`src/sv/xtea_pkg.sv`:
```
`timescale 1ns / 1ps
`default_nettype none
package xtea_pkg;

	localparam int unsigned WORD_W = 32;
	localparam logic [WORD_W-1:0] DELTA = 32'h9E37_79B9;
	localparam int unsigned KEY_SHIFT = 11;
	localparam int unsigned NUM_KEYS = 4;
	localparam int unsigned KEY_IDX_W = $clog2(NUM_KEYS);

	localparam logic ACT_ENCRYPT = 1'b0;
	localparam logic ACT_DECRYPT = 1'b1;

	typedef logic [WORD_W-1:0] word_t;
	typedef logic [KEY_IDX_W-1:0] key_idx_t;
	typedef word_t [NUM_KEYS-1:0] key_t;

	typedef struct packed {
		logic  action;
		word_t block_left;
		word_t block_right;
		logic  last_block;
	} in_t;

	typedef struct packed {
		word_t result_left;
		word_t result_right;
		logic  result_last;
	} out_t;

	typedef struct packed {
		logic  valid;
		logic  action;
		logic  last;
		word_t v0;
		word_t v1;
	} stage_t;

	function automatic word_t mix(input word_t v);
		return ((v << 4) ^ (v >> 5)) + v;
	endfunction

endpackage
`default_nettype wire

```
`src/sv/xtea_half_round.sv`:
```
`timescale 1ns / 1ps
`default_nettype none
module xtea_half_round (
	input  wire logic            clk,
	input  wire logic            arst_n,
	input  wire logic            odd,
	input  wire xtea_pkg::word_t sum_enc,
	input  wire xtea_pkg::word_t sum_dec,
	input  wire xtea_pkg::key_t  key,
	input  wire xtea_pkg::stage_t d,
	output xtea_pkg::stage_t     q
);
	import xtea_pkg::*;

	logic     use_hi;
	word_t    sum;
	key_idx_t kidx;
	word_t    src;
	word_t    dst;
	word_t    f;
	word_t    dst_nxt;
	logic     upd_v0;
	logic     valid_s1;
	stage_t   data_s1;

	// even: enc v0 (key by low bits), dec v1 (key by high bits); odd swaps both
	always_comb begin
		sum    = (d.action == ACT_DECRYPT) ? sum_dec : sum_enc;
		use_hi = odd ^ (d.action == ACT_DECRYPT);
		kidx   = use_hi ? sum[KEY_SHIFT +: KEY_IDX_W] : sum[KEY_IDX_W-1:0];
		upd_v0 = ~use_hi;
		src    = upd_v0 ? d.v1 : d.v0;
		dst    = upd_v0 ? d.v0 : d.v1;
		f      = mix(src) ^ (sum + key[kidx]);
		dst_nxt = (d.action == ACT_DECRYPT) ? dst - f : dst + f;
	end

	always_ff @(posedge clk or negedge arst_n) begin
		if (!arst_n) begin
			valid_s1 <= 1'b0;
		end else begin
			valid_s1 <= d.valid;
		end
	end

	always_ff @(posedge clk) begin
		data_s1.valid  <= 1'b0;
		data_s1.action <= d.action;
		data_s1.last   <= d.last;
		data_s1.v0     <= upd_v0 ? dst_nxt : d.v0;
		data_s1.v1     <= upd_v0 ? d.v1 : dst_nxt;
	end

	always_comb begin
		q       = data_s1;
		q.valid = valid_s1;
	end

endmodule
`default_nettype wire

```
`config.mk`:
```
export PLATFORM = sky130hd
export DESIGN_NAME = xtea_half_round
export DESIGN_NICKNAME = d
export VERILOG_FILES = /design/src/sv/xtea_pkg.sv /design/src/sv/xtea_half_round.sv
export SDC_FILE = /design/constraint.sdc
export NUM_CORES = 1
export LEC_CHECK = 0
export ABC_CLOCK_PERIOD_IN_PS = 800
export BUFFER_PORTS_ARGS = -buffer_cell sky130_fd_sc_hd__buf_4
export CAP_MARGIN = 20
export CORE_ASPECT_RATIO = 0.5
export CORE_MARGIN = 1.5
export CORE_UTILIZATION = 45
export CTS_BUF_LIST = sky130_fd_sc_hd__clkbuf_4 sky130_fd_sc_hd__clkbuf_8 sky130_fd_sc_hd__clkbuf_16
export DETAILED_ROUTE_END_ITERATION = 6
export PLACE_DENSITY_LB_ADDON = 0.12
export SKIP_CTS_REPAIR_TIMING = 1
export SYNTH_ARGS = -nofsm -noshare
export SYNTH_HDL_FRONTEND = slang
export SYNTH_SLANG_ARGS = --single-unit
export TNS_END_PERCENT = 1
```
`constraint.sdc`:
```
create_clock -name clk -period 0.8 [get_ports clk]
set_clock_uncertainty 0.1 [all_clocks]
set_input_delay 0.08 -clock clk [delete_from_list [all_inputs] [get_ports clk]]
set_output_delay 0.08 -clock clk [all_outputs]
set_load 0.05 [all_outputs]
```
==> run metrics <==
outcome=finished with violations; failing checks=negative hold slack, negative setup slack; Synth top area share=13.1%; initial antenna violation count=0; Die Ht=109 um; syn_area_per_cell=7.81 um^2; RSZ-0062 raised after global routing=true; Die Area=23,300 um^2; #FFs+latches synth=67; layout cells sized above 1=52.4%; Vias=12,923; Net Sw Frac=48.5%; Detailed Routing Iterations Pass 1=6; final hold vios=56; largest cells by area after synthesis=dfxtp_1 (13%), ha_1 (12%), xnor2_1 (9.3%), nand2_1 (8.7%), mux4_2 (6.9%); routed len/inst=19.2 um; Synth Flop Type=dfxtp_1; number of global-route vias before repair=11,832; Max Cap Viol=0; total power draw=85.7 mW; internal power=roughly 44 mW; hold path depth=3; Setup crit start kind=input port; sequential fraction of the synthesis area=13.4%; H-tree levels=3; Hold Path End=q[35]; Post-DRT Antenna Nets=0; fin crit period=6410 ps; Core Region=21,800 um^2; post-synthesis cell count=1,289; first-pass GRT wire length=61,500 um; number of setup violations in the final report=approximately 130; Logic pwr share=86.3%; HP Class=input port to flip-flop; TritonCTS clock tree=built; Starting Density=46.2%; most common cell after layout, fill and taps aside=buf_4; Clock transition at path regs=approximately 60 ps; kind of critical path=input port to flip-flop; largest net degree at the start of global routing=46; WP data required=930 ps; sequential power share=between 7 and 8%; Synth-to-Final Area Change=74.2%; post-synth net total=1,650; Slew Limit Headroom=60.6%; max incr delay on CP=530 ps; clock root buffer=clkbuf_16; hold_sp=d[35]; I/O pins=329; max frequency=156 MHz; period utilisation layout=801%; Cell Count, Final, Fillers Out=2,285; die width=roughly 210 um; Ys Warns=0; Final nets=~2,300; routed vias/inst=between 5 and 6; Clk network pwr share=5.8%; Worst Path Arrival=6540 ps; Worst VDD drop=roughly 0.0038 V; Crit path top cell by count=xnor2_2; GRT Resource Usage Total=33.4%; CP max-delay cell=mux4_2; NetSw=41.6 mW; most frequent cells in the layout=buf_4 (651), nand2_1 (229), xnor2_1 (85); Rows=38; initial DRC count=roughly 1,800; Distinct cells, synth=94; post-synth top area cell=dfxtp_1; grt ovf=0; Post-Syn Area=between 10,000 and 15,000 um^2; placed cell count=between 2,000 and 2,500; routability cong.=0.955; Detail Placement HPWL=approximately 35,000 um; TritonCTS buffer count=9; Slew Limit Fails=0; residual DRC count=0; I/O Buffers=328; Pleak=about 8.5 nW; Crit Path Max Fanout=5; P per Cell Area=4890 nW/um^2; tightest hold margin=-127 ps; Sinks on Clock Net=67; diode count=0; clock tree buffer depth=2; number of synthesized flops with an enable pin=0; Setup crit end kind=flip-flop; FFs w/ async S/R, synth=1.49%; Tightest Pin Transition=between 500 and 600 ps; WL final=43,900 um; Setup WS post-layout=-5610 ps
[cells in the mapped netlist (5+ instances only)]
cell type / count
o211ai_1: 13
a21oi_1: 82
inv_1: 46
ha_1: 96
o21a_1: 14
a31oi_1: 21
a21o_1: 41
nor2b_1: 8
o21ai_0: 93
xor2_1: 48
dfxtp_1: 66
mux4_2: 31
clkbuf_1: 39
and2_1: 16
buf_6: 5
o21bai_1: 10
and3_1: 6
xnor2_1: 107
nand2b_1: 9
nor2_1: 61
o22ai_1: 5
nand2_1: 234
buf_2: 7
nand4_1: 17
o31ai_1: 9
buf_1: 5
mux2_2: 31
mux2i_1: 8
o31a_1: 5
nor3_1: 16
nand3_1: 21
a211oi_1: 7
o21ai_1: 15
[area by class of cell]
class / count / area [um^2]
Fill cell: 1420 / 4250
Clock buffer: 10 / 233
Sequential cell: 67 / 1430
Timing Repair Buffer: 740 / 6140
Tap cell: 300 / 375
Multi-Input combinational cell: 1116 / 9040
Inverter: 46 / 173
Clock inverter: 6 / 138
[kinds of logic after synthesis]
group                    count (synthesis)  share of synthesized area (%)
flip-flops                              67                           13.4
adder cells (fa/ha/maj)                 99                           12.5
AND/OR/NAND/NOR                        422                           19.4
AO/OA/AOI/OAI                          361                           23.7
XOR/XNOR                               163                           15.1
multiplexers                            71                           11.3
buffers and inverters                  106                           4.54
[registers in the layout, summed over array words and instances (netlist names)]
name,flops
q,66
valid_s1,1
[critical path, delay by kind of cell]
family,cells,cell delay [ps]
compound gates,13,2330
buf+inv,4,660
xor+xnor,6,1280
simple gates,3,640
fa+ha+maj,2,600
mux,2,920
[power groups by stage]
| stage | combinational (mW) | clock, mW | sequential, mW |
|---|---|---|---|
| 3_5_place_dp | 64.1 | 0 | 5.85 |
| 6_report | 74.0 | 5.02 | 6.71 |
| 2_1_floorplan | 31.0 | 0 | 11.7 |
| 3_3_place_gp | 62.4 | 0 | 5.77 |
| 4_1_cts | 64.5 | 4.97 | 5.79 |
| 5_1_grt | 77.9 | 5.17 | 6.84 |
[metal layers]
metal / up-vias / routed length (um) / GRT usage, %
li1: 6009 / - / -
met1: 6139 / 19100 / 47.7
met3: 68 / 3860 / 3.91
met5: - / 0 / 0
met4: 0 / 811 / 7.19
met2: 707 / 20200 / 54.3
[stage by stage]
stage | area [um^2] | utilization, % | hold WS [ps] | setup TNS [ps] | setup WS, ps
global route | 17500 | 80.5 | -120 | -302750 | -5900
detailed placement | 15800 | 72.7 | -242 | -298830 | -5990
floorplan | 10300 | - | -316 | -256980 | -5490
finish | 17500 | 80.5 | -127 | -288030 | -5610
global placement | 15800 | 72.7 | -245 | -292330 | -5790
CTS | 16200 | 74.4 | -597 | -292660 | -5670
[worst max-delay path by stage]
stage               start  endpoint  slack (ps)  cells past startpoint
finish              d[65]     q[31]       -5610                     30
global route        d[65]     q[63]       -5900                     30
global placement    d[65]     q[63]       -5790                     29
floorplan             odd     q[31]       -5490                     28
CTS                 d[65]     q[63]       -5670                     30
detailed placement  d[65]     q[63]       -5990                     30
Note: power is estimated with default switching activity, not from simulation.
